[src/rtl/core/lap_pkg.sv]
// Shared types and constants for the longest arithmetic progression unit.
`default_nettype none

package lap_pkg;

  localparam int MAX_N_DEF      = 64;
  localparam int VALUE_BITS_DEF = 16;
  localparam int LENGTH_BITS    = 7;

  typedef enum logic [8:0] {
    S_IDLE  = 9'b000000001,
    S_SETUP = 9'b000000010,
    S_VI    = 9'b000000100,
    S_VJ    = 9'b000001000,
    S_PAIR  = 9'b000010000,
    S_KRD   = 9'b000100000,
    S_KCMP  = 9'b001000000,
    S_WR    = 9'b010000000,
    S_DONE  = 9'b100000000
  } state_t;

  // controller -> datapath
  typedef struct packed {
    logic load;
    logic setup;
    logic rd_i;
    logic rd_j;
    logic start_pair;
    logic k_rd;
    logic k_cmp;
    logic write_pair;
    logic finish;
  } cmd_t;

  // datapath -> controller
  typedef struct packed {
    logic small_set;
    logic j_zero;
    logic k_last;
    logic j_last;
    logic i_last;
    logic out_free;
  } sts_t;

endpackage

`default_nettype wire

[src/rtl/core/lap_ctrl.sv]
// Controller: sequences loading, the pair/k loops and result delivery.
`default_nettype none

module lap_ctrl (
  input  wire                 clk,
  input  wire                 rst,
  input  wire                 in_valid,
  input  wire                 in_last,
  output logic                in_ready,
  input  wire lap_pkg::sts_t  sts,
  output lap_pkg::cmd_t       cmd
);

  lap_pkg::state_t state, state_next;
  logic            in_fire;

  assign in_ready = state == lap_pkg::S_IDLE;
  assign in_fire  = in_valid && in_ready;

  always_comb begin
    state_next = state;
    cmd        = '0;
    case (state)
      lap_pkg::S_IDLE: begin
        cmd.load = in_fire;
        if (in_fire && in_last) begin
          state_next = lap_pkg::S_SETUP;
        end
      end
      lap_pkg::S_SETUP: begin
        cmd.setup  = 1'b1;
        state_next = sts.small_set ? lap_pkg::S_DONE : lap_pkg::S_VI;
      end
      lap_pkg::S_VI: begin
        cmd.rd_i   = 1'b1;
        state_next = lap_pkg::S_VJ;
      end
      lap_pkg::S_VJ: begin
        cmd.rd_j   = 1'b1;
        state_next = lap_pkg::S_PAIR;
      end
      lap_pkg::S_PAIR: begin
        cmd.start_pair = 1'b1;
        state_next     = sts.j_zero ? lap_pkg::S_WR : lap_pkg::S_KRD;
      end
      lap_pkg::S_KRD: begin
        cmd.k_rd   = 1'b1;
        state_next = lap_pkg::S_KCMP;
      end
      lap_pkg::S_KCMP: begin
        cmd.k_cmp  = 1'b1;
        state_next = sts.k_last ? lap_pkg::S_WR : lap_pkg::S_KRD;
      end
      lap_pkg::S_WR: begin
        cmd.write_pair = 1'b1;
        state_next     = (sts.j_last && sts.i_last) ? lap_pkg::S_DONE : lap_pkg::S_VI;
      end
      lap_pkg::S_DONE: begin
        if (sts.out_free) begin
          cmd.finish = 1'b1;
          state_next = lap_pkg::S_IDLE;
        end
      end
      default: begin
        state_next = lap_pkg::S_IDLE;
      end
    endcase
  end

  always_ff @(posedge clk) begin
    if (rst) begin
      state <= lap_pkg::S_IDLE;
    end else begin
      state <= state_next;
    end
  end

endmodule

`default_nettype wire

[config.mk]
export PLATFORM = sky130hd
export DESIGN_NAME = lap_ctrl
export DESIGN_NICKNAME = d
export VERILOG_FILES = /design/src/rtl/core/lap_pkg.sv /design/src/rtl/core/lap_ctrl.sv
export SDC_FILE = /design/constraint.sdc
export NUM_CORES = 1
export LEC_CHECK = 0
export BUFFER_PORTS_ARGS = -buffer_cell sky130_fd_sc_hd__buf_4
export CAP_MARGIN = 0
export CORE_AREA = 2 2 39 41
export CTS_CLUSTER_DIAMETER = 120
export CTS_CLUSTER_SIZE = 28
export DETAILED_ROUTE_END_ITERATION = 16
export DIE_AREA = 0 0 41 43
export PLACE_DENSITY = 0.8
export SLEW_MARGIN = 20
export SYNTH_ARGS = -nofsm -noshare
export SYNTH_HDL_FRONTEND = slang
export SYNTH_SLANG_ARGS = --single-unit
[constraint.sdc]
create_clock -name clk -period 1.7 [get_ports clk]
set_input_delay 0.17 -clock clk [delete_from_list [all_inputs] [get_ports clk]]
set_output_delay 0.17 -clock clk [all_outputs]
set_load 0.05 [all_outputs]
# Word-level counts from Yosys, hierarchy flattened
# Cells that the tools add are included.
[classes]
n_eq_ne = 11
mux = 17
n_reduce_logical = 4
[ops]
columns = ["op", "count"]
rows = [
  ["9-bit one-hot mux with 9 select lines", 1],
  ["9-bit two-way mux", 4],
  ["8-bit two-way mux", 2],
  ["1-bit two-way mux", 10],
  ["9-bit by 1-bit == test with 1-bit output, second input constant", 1],
  ["9-bit by 2-bit == test with 1-bit output, second input constant", 1],
  ["9-bit by 3-bit == test with 1-bit output, second input constant", 1],
  ["9-bit by 4-bit == test with 1-bit output, second input constant", 1],
  ["9-bit by 5-bit == test with 1-bit output, second input constant", 1],
  ["9-bit by 6-bit == test with 1-bit output, second input constant", 1],
  ["9-bit by 7-bit == test with 1-bit output, second input constant", 1],
  ["9-bit by 8-bit == test with 1-bit output, second input constant", 1],
  ["9-bit == test, second input constant", 1],
  ["1-bit logical AND", 3],
  ["2-bit by 1-bit != test with 1-bit output, second input constant", 1],
  ["2-bit != test, second input constant", 1],
  ["2-bit AND reduction", 1],
]
[totals]
out_inout_bits = 10
register_bits = 9
elab_cells = 33

# Longest topological paths before layout
# Gate-level depths: netlist of run 1.
[logic_depth]
word_depth = 5
mapped_depth = 4

# Least setup slack after synthesis of run 1
# No wires, ideal clock.
[synth_timing]
path_kind = "reg-to-reg"
start = "register state[6]"
end = "register state[7]"
arrival_time_ns = 1.990
stages_incl_launch_ff = 5
path_slack_ns = -0.358
required_time_ns = 1.632
period_less_slack_ns = 2.058
path_buffers = 0
setup_ns = 0.068
path_cell_list = "dfxtp_1 or4b_2 nor3_2 a22oi_1 nor2_1"
[synth_via]
elab_chain_cells = 5
word_cells_on_any_way = 15
classes_between = "eq/ne (11); mux (1); reduce/logical (3)"
[synth_rtl]
columns = ["item", "line_no", "rtl"]
rows = [
  ["from (decl)", "lap_ctrl.sv:14", "lap_pkg::state_t state, state_next;"],
  ["from (signal assigned)", "lap_ctrl.sv:72", "state <= lap_pkg::S_IDLE;"],
  ["from (signal assigned)", "lap_ctrl.sv:74", "state <= state_next;"],
  ["9-bit by 1-bit == test with 1-bit output", "lap_ctrl.sv:17, lap_ctrl.sv:23", ""],
  ["1-bit logical AND", "lap_ctrl.sv:18", "assign in_fire = in_valid && in_ready;"],
  ["1-bit logical AND", "lap_ctrl.sv:26", "if (in_fire && in_last) begin"],
  ["2-bit by 1-bit != test with 1-bit output (no source line)", "--", ""],
  ["2-bit AND reduction (no source line)", "--", ""],
]
# Several ways; a longest one is shown, not always the timed one.
# A chain may end at the register's enable or synchronous reset.

==> out/qor.yml, run 1 <==
outcome: "complete, but fails checks"
violations: "negative setup slack"
gr-usage-met2: 0.400
overflow: 0
finalHoldViolCount: 0
numCtsBuffers: 3
max-slew-margin-rel: 0.648
setup_viol_count_final: 11
p_sw_frac: 0.312
worst_slew_pin_slew_ns: 0.527
arrival_ns: 1.77
cts_tree: "done"
timing_worst_setup_path_type: "reg2out"
layout-drive-gt1-share: 0.636
wire_per_inst_microns: 16.0
syn_area_per_cell_sq_um: 9.38
synth_cell_types: 33
drv_cap: 0
r2r-end: "state[4]"
largest-register: "state"
power.density_nw_per_um2: 563
fin_nets: 118
ys_seq_area_frac: 0.291
n_antenna_cell: 0
grt_pass1_wl_microns: 2920
power.switching_uw: 191
multi_input_area_sq_um: 494
root_buffer: "clkbuf_4"
cts_num_sinks: 9
first_iter_violations: 16
top_usage_layer: "met2"
ys_ff_latch: 9
pwr-share-seq: 0.364
antenna_found_initial: 0
clkLatencyLatePin_ns: 0.27
clock_path_buffers: 2
p_clk_frac: 0.275
max_freq_mhz: 516
die_area_sq_um: 1760
synth_nets: 76
start_kind: "flop"
fp.coreArea_sq_um: 1380
worst_setup_path_end_kind: "output pin"
fp.dieW_microns: 41
dpl_cell_area_sq_um: 876
hp-start: "rst"
p_comb_frac: 0.361
r2r_cells: 5
layoutNonFillerInstCount: 123
grtUsageMet1: 0.294
grt_pass1_vias: 662
port_buffers: 19
largest_reg_flops: 9
r2r-start: "state[5]"
final_common_cell: "buf_4"
hold_path_class: "in2reg"
gr-usage-met3: 0.0314
grtUsageTotal: 0.246
area_growth_pct: 76.0
rsz0062_at_grt: "yes"
clk_pin_slew_ns: 0.06
h-tree-depth: 1
setup_tns_ns: -1.73
synth_area_sq_um: 619
post-route-util: 0.788
intPower_uw: 422
fin_ws_ns: -0.238
final_design_area_no_fill_sq_um: 1090
r2r_setup_slack_ns: -0.02
die_y_microns: 43
drtAntennaViolNets: 0
ios: 20
ir_drop_v: 0.000391
cp_max_fo: 4
layout_min_cycle_time_ns: 1.94
nFillCells: 92
reg_top3: "state (9)"
dp.cells: 109
initial_core_util: 0.448
gp_routability_congestion: 0.786
ys_warn_count: 0
seq_area_sq_um: 185
whs_endpoint: "state[1]"
wl_microns: 1970
min_path_cells: 2
firstDrtPassIters: 4
dp_hpwl_microns: 1240
fin_skew_ns: 0.00217
final_cell_mix: "26 x buf_4, 10 x buf_6, 5 x nor2_1, 5 x dfxtp_1"
cp.required_ns: 1.53
grt_start_max_net_pins: 9
finalCritPeriodShare: 1.14
vias: 728
p_leak_uw: 0.000453
via_per_inst: 5.92
drcViolationCount: 0
slew_viol_final: 0
rows: 14
synthCells: 66
[worst max-delay path, cell delays in order (launching register included)]
cell,delay [ns]
dfxtp_2,0.33
or4_4,0.58
nor2_4,0.14
nor4b_4,0.25
buf_6,0.20
[cell type report]
cell class | count | share of cell area
flip-flops and latches | 9 | 0.170
multi-input cells | 52 | 0.453
clock buffers | 4 | 0.0241
well taps | 16 | 0.0184
inverters | 3 | 0.0103
repair buffers | 39 | 0.324
[repair_timing]
action,CTS,global route
endpoints found under the setup margin,10,16
buffers inserted,5,5
pin swaps,9,3
gates resized for setup,24,7
hold buffers,0,0
[layer usage]
metal,up-vias,part of all wire
li1,336,-
met1,350,0.40
met2,35,0.51
met3,7,0.056
met4,0,0.032
met5,-,0
[cell usage after synthesis, drive strengths merged]
cell,instances,area share
a2111oi,1,0.044
a211oi,2,0.024
a21oi,2,0.016
a22oi,2,0.024
a31oi,2,0.020
and2,3,0.030
and3,1,0.010
and4,1,0.014
and4b,2,0.032
buf,1,0.0081
clkbuf,1,0.0081
dfxtp,9,0.29
inv,3,0.018
nand2,3,0.018
nand2b,4,0.040
nand3,1,0.0081
nand4b,1,0.014
nor2,7,0.042
nor3,2,0.032
nor3b,2,0.032
nor4,3,0.055
nor4b,3,0.067
o211ai,1,0.012
o2bb2ai,1,0.014
or2,1,0.010
or4,2,0.036
or4b,3,0.048
xnor2,1,0.014
xor2,1,0.014
[worst max-delay path by stage]
stage / end / start / cells past startpoint / slack, ns
after global placement: state[4] / state[7] / 4 / 0.04
after floorplan: state[6] / state[1] / 4 / -0.22
final: cmd[3] / state[1] / 4 / -0.24
after CTS: cmd[7] / state[5] / 4 / -0.19
after global routing: cmd[3] / state[1] / 4 / -0.28
after detailed placement: cmd[5] / state[7] / 4 / -0.007
[power groups by stage]
stage                     logic [uW]  registers, uW  clock network (uW)
after floorplan                  101            228                   0
after global placement           155            226                   0
after detailed placement         157            226                   0
after CTS                        197            222                 163
after global routing             231            223                 180
final                            221            223                 169
[logic make-up (layout without fill, tap and decap cells)]
family / Yosys count / after routing / share of synthesized area
xor+xnor: 2 / 2 / 0.0283
flops: 9 / 9 / 0.291
simple gates: 39 / 39 / 0.491
buf+inv: 5 / 46 / 0.0343
compound gates: 11 / 11 / 0.156
[metrics by stage]
| step | hold WS (ns) | setup WS (ns) | power, uW |
|---|---|---|---|
| floorplan | 0.318 | -0.219 | 329 |
| global placement | 0.405 | 0.0358 | 381 |
| detailed placement | 0.399 | -0.00657 | 383 |
| CTS | 0.134 | -0.191 | 582 |
| global route | 0.151 | -0.275 | 634 |
| finish | 0.137 | -0.238 | 613 |
Power figures use the tool's default switching activity.
==> inputs of run 2 (changes only) <==
Settings changed: BUFFER_PORTS_ARGS -buffer_cell sky130_fd_sc_hd__buf_4 to unset, DONT_BUFFER_PORTS set to 1, PLACE_DENSITY 0.8 to 0.67.
==> run 2 against run 1 <==
Effect of this change: the run still ends with negative setup slack left; maximum frequency is 1.6% higher; final cell count is 6.5% lower; total power is 0.67% lower; sequential power hardly changed; routed wire length is 6.7% higher; critical endpoint unchanged.
==> out/qor.yml, run 2 (synthesis results as in run 1) <==
first_iter_violations: 9  # -7
worst_slew_pin_slew_ns: 0.368  # -0.159 ns
outcome: "complete, but fails checks"
r2r_cells: 5  # unchanged
drtAntennaViolNets: 0  # unchanged
fp.dieW_microns: 41  # unchanged
timing_worst_setup_path_type: "reg2out"
numCtsBuffers: 3  # unchanged
worst_setup_path_end_kind: "output pin"
clkLatencyLatePin_ns: 0.27  # about the same
arrival_ns: 1.74  # -0.03 ns
rsz0062_at_grt: "yes"
cp_max_fo: 3  # -1
wire_per_inst_microns: 18.3  # +14%
h-tree-depth: 1  # unchanged
vias: 709  # -2.6%
drv_cap: 0  # unchanged
final_cell_mix: "18 x buf_4, 7 x buf_6, 7 x dfxtp_2"
cp.required_ns: 1.53  # about the same
power.switching_uw: 190  # -0.82%
layout-drive-gt1-share: 0.636  # +0.000850
die_y_microns: 43  # unchanged
start_kind: "flop"
clk_pin_slew_ns: 0.06  # about the same
power.density_nw_per_um2: 561  # -0.32%
fin_ws_ns: -0.209  # +0.0296 ns
max_freq_mhz: 524  # +1.6%
n_antenna_cell: 0  # unchanged
gr-usage-met2: 0.428  # +0.0281
p_sw_frac: 0.312  # -0.000477
ir_drop_v: 0.000503  # +29%
grt_pass1_vias: 650  # -1.8%
via_per_inst: 6.17  # +4.2%
gp_routability_congestion: 0.817  # +3.9%
wl_microns: 2100  # +6.7%
port_buffers: 0  # -19
p_clk_frac: 0.279  # +0.004
p_comb_frac: 0.356  # -0.005
finalCritPeriodShare: 1.12  # -0.0174
finalHoldViolCount: 0  # unchanged
dp_hpwl_microns: 1250  # +0.90%
timing.hold.ws_ns: 0.0632  # -0.0737 ns
fp.coreArea_sq_um: 1380  # unchanged
cts_tree: "done"
top_usage_layer: "met2"
area_growth_pct: 75.4
cp-startpoint: "state[0]"
fin_skew_ns: 0.00690  # +0.00472 ns
largest-register: "state"
grtUsageMet1: 0.255  # -0.0392
final_common_cell: "buf_4"
ios: 20  # unchanged
violations: "negative setup slack"
grt_start_max_net_pins: 9  # unchanged
grtUsageTotal: 0.252  # +0.00605
clock_path_buffers: 2  # unchanged
drcViolationCount: 0  # unchanged
overflow: 0  # unchanged
max-slew-margin-rel: 0.754  # +0.106
r2r-start: "state[5]"
p_leak_uw: 0.000432  # -4.8%
hold_path_class: "in2reg"
die_area_sq_um: 1760  # unchanged
firstDrtPassIters: 4  # unchanged
hp-start: "sts[5]"
largest_reg_flops: 9  # unchanged
setup_viol_count_final: 14  # +3
slew_viol_final: 0  # unchanged
initial_core_util: 0.448  # unchanged
antenna_found_initial: 0  # unchanged
post-route-util: 0.785  # -0.00271
grt_pass1_wl_microns: 2900  # -0.69%
reg_top3: "state (9)"
min_path_cells: 2  # unchanged
cts_num_sinks: 9  # unchanged
rows: 14  # unchanged
intPower_uw: 419  # -0.60%
root_buffer: "clkbuf_4"
fin_nets: 110  # -6.8%
pwr-share-seq: 0.366  # +0.002
gr-usage-met3: 0.0838  # +0.0524
layout_min_cycle_time_ns: 1.91  # -0.0296 ns
==> run 2: cell count changes in the layout (fill, tap and decap cells not counted), moves of 3 or more <==
cell / before / now
buf_8: 3 / 0
dfxtp_2: 4 / 7
buf_6: 10 / 7
buf_12: 0 / 5
buf_4: 26 / 18
dfxtp_1: 5 / 2
==> run 2: metal layers <==
metal	share of wire	vias to the layer above
met3	0.059	10
met1	0.35	342
met2	0.54	38
li1	-	319
met4	0.044	0
met5	0	-
==> run 2: final timing paths <==
| check | to | slack, ns |
|---|---|---|
| setup / recovery | cmd[3] | -0.21 |
| hold / removal | state[8] | 0.06 |
| setup reg to reg | state[4] | -0.07 |
| hold reg to reg | state[8] | 0.74 |
==> run 2: stage by stage <==
| step | instance area [sq um] | setup WS (ns) | cells | TNS, ns | total power (uW) |
|---|---|---|---|---|---|
| global route | 1090 | -0.252 | 115 | -2.35 | 633 |
| finish | 1090 | -0.209 | 115 | -1.68 | 609 |
| global placement | 871 | 0.0321 | 100 | 0 | 387 |
| detailed placement | 871 | 0.00259 | 100 | 0 | 390 |
| floorplan | 648 | -0.219 | 66 | -0.710 | 329 |
| CTS | 1020 | -0.190 | 112 | -1.67 | 581 |
==> run 2: critical path: stages (launching register included) <==
cell	delay, ns
dfxtp_2	0.33
or4_4	0.57
nor2_4	0.12
nor4b_4	0.28
buf_12	0.18
==> run 2: what timing repair did <==
action                     4_1_cts  5_1_grt
buffers inserted                 7        3
hold buffers                     1        0
pin swaps                        4        3
resized for setup               17       10
hold endpoints to repair         5        0
gates cloned                     0        0
setup endpoints to repair       10       16
==> run 2: area by class of cell <==
type / instances / area (sq um)
clock buffer: 4 / 26.3
fill: 77 / 298
inverter: 3 / 11.3
multi-input combinational: 52 / 515
sequential: 9 / 189
tap: 16 / 20.0
timing repair buffer: 31 / 324
==> run 2: power groups by stage <==
stage / Sequential [uW] / Clock, uW / Combinational [uW]
2_1_floorplan: 228 / 0 / 101
3_3_place_gp: 226 / 0 / 162
3_5_place_dp: 227 / 0 / 163
4_1_cts: 222 / 171 / 188
5_1_grt: 223 / 186 / 224
6_report: 223 / 170 / 217
==> inputs of run 3 (changes only) <==
Settings changed: SLEW_MARGIN 20 to 15.
Clock period 1.7 ns to 2.1 ns, I/O delays scaled along.
==> run 3 against run 2 <==
Effect of this change: the run now ends clean; combinational power fell by 57%; register-to-register slack improved by 0.44 ns; critical endpoint unchanged; non-clock buffer count shrank 22; clock skew is 0.0022 ns lower; clock power fell by 18%; die area is the same; total power fell by 32%; highest routed layer unchanged.
==> out/qor.yml, run 3 (synthesis results as in run 1) <==
fin_skew_ns: 0.00468  # -0.00221 ns
dp_hpwl_microns: 1010  # -20%
power.density_nw_per_um2: 565  # +0.66%
fin_nets: 88  # -20%
slew_viol_final: 0  # unchanged
wire_per_inst_microns: 13.7  # -25%
die_y_microns: 43  # unchanged
whs_endpoint: "state[2]"
area_growth_pct: 18.8
hp-start: "rst"
rsz0062_at_grt: "no"
drt-met1-wl_microns: 551  # -26%
fp.dieW_microns: 41  # unchanged
final_design_area_no_fill_sq_um: 736  # -32%
wl_met3_microns: 84  # -33%
port_buffers: 0  # unchanged
root_buffer: "clkbuf_4"
wl_microns: 1280  # -39%
r2r_cells: 5  # unchanged
fp.coreArea_sq_um: 1380  # unchanged
max_freq_mhz: 495
clkLatencyLatePin_ns: 0.27  # about the same
gp_routability_congestion: 0.745  # -8.8%
grt_start_max_net_pins: 11  # +2
largest-register: "state"
via_per_inst: 5.90  # -4.2%
layout-drive-gt1-share: 0.299  # -0.338
post_cts_buffers: 0  # -7
cp_slowest_cell: "or4_4"
die_area_sq_um: 1760  # unchanged
dr.max_layer_used: "met4"
start_kind: "flop"
nFillCells: 129  # +68%
r2r-end: "state[6]"
antenna_found_initial: 0  # unchanged
min_path_cells: 1  # -1
vias: 549  # -23%
dr_wl_met2_microns: 621  # -46%
r2r_setup_slack_ns: 0.37  # +0.44 ns
worst_slew_pin_slew_ns: 0.526  # +0.158 ns
dp.cells: 88  # -12%
ir_drop_v: 0.000344  # -32%
drv_cap: 0  # unchanged
initial_core_util: 0.448  # unchanged
clk_pin_slew_ns: 0.07  # about the same
arrival_ns: 1.81  # +0.07 ns
first_iter_violations: 4  # -5
rows: 14  # unchanged
total_power_uw: 415  # -32%
finalHoldViolCount: 0  # unchanged
max_stage_delay_ns: 0.60  # +0.03 ns
cp_max_fo: 6  # +3
ios: 20  # unchanged
setup_tns_ns: 0  # +1.68 ns
layout_min_cycle_time_ns: 2.02
r2r-start: "state[0]"
drcViolationCount: 0  # unchanged
timing_worst_setup_path_type: "reg2out"
reg_top3: "state (9)"
hold_path_class: "in2reg"
max-slew-margin-rel: 0.649  # -0.105
p_leak_uw: 0.000276  # -36%
layoutNonFillerInstCount: 93  # -19%
cts_tree: "done"
final_common_cell: "dfxtp_1"
firstDrtPassIters: 4  # unchanged
n_antenna_cell: 0  # unchanged
outcome: "completed"
dpl_cell_area_sq_um: 689  # -21%
final_cell_mix: "9 x dfxtp_1, 7 x buf_4, 6 x nor2_1"
drtAntennaViolNets: 0  # unchanged
grt_pass1_vias: 545  # -16%
h-tree-depth: 1  # unchanged
overflow: 0  # unchanged
finalCritPeriodShare: 0.962
grtUsageTotal: 0.175  # -0.0775
worstPathCellList: "or4_4, nor2_1, nor4b_4, buf_6"
cts_num_sinks: 9  # unchanged
grt_pass1_wl_microns: 2120  # -27%
clock_path_buffers: 2  # unchanged
worst_setup_path_end_kind: "output pin"
cp.required_ns: 1.89  # +0.36 ns
numCtsBuffers: 3  # unchanged
largest_reg_flops: 9  # unchanged
setup_viol_count_final: 0  # -14
-- run 3: timing repair --
| item | 4_1_cts | 5_1_grt |
|---|---|---|
| endpoints found under the setup margin | 0 | 3 |
| hold buffers | 0 | 1 |
| endpoints found under the hold margin | 0 | 1 |
| resized for setup | 0 | 3 |
-- run 3: layout make-up --
class	count	area (sq um)	share of cell area
inverters	3	15.0	0.0204
repair buffers	9	73.8	0.100
clock buffers	4	26.3	0.0357
multi-input cells	52	420	0.571
flip-flops and latches	9	180	0.245
well taps	16	20.0	0.0272
-- run 3: worst max-delay path, delay by kind of cell (launching register included) --
family,cells,cell delay [ns]
buffers and inverters,1,0.19
and+or+nand+nor,3,0.99
DFF,1,0.35
-- run 3: layer usage --
metal	track usage	up-vias
li1	-	275
met1	0.230	248
met2	0.266	23
met3	0.0314	3
met4	0.0800	0
met5	0	-
-- run 3: report_power, final --
| part | internal [uW] | switching [uW] |
|---|---|---|
| Sequential | 175 | 6.94 |
| Combinational | 36.6 | 56.2 |
| Clock | 73.6 | 66.7 |
| Total | 285 | 130 |
-- run 3: how the worst max path moves through the flow --
stage / startpoint / to / depth (start not counted)
2_1_floorplan: state[6] / state[7] / 4
3_3_place_gp: state[7] / in_ready / 4
3_5_place_dp: state[7] / in_ready / 4
4_1_cts: state[7] / in_ready / 4
5_1_grt: state[1] / cmd[3] / 4
6_report: state[0] / cmd[3] / 4
-- run 3: per-stage QoR --
step	hold slack, ns	util	setup slack [ns]
after floorplan	0.358	-	0.0419
after global placement	0.282	0.498	0.339
after detailed placement	0.282	0.498	0.324
after CTS	0.00103	0.517	0.0307
after global routing	0.000915	0.532	0.0111
final	0.00231	0.532	0.0793
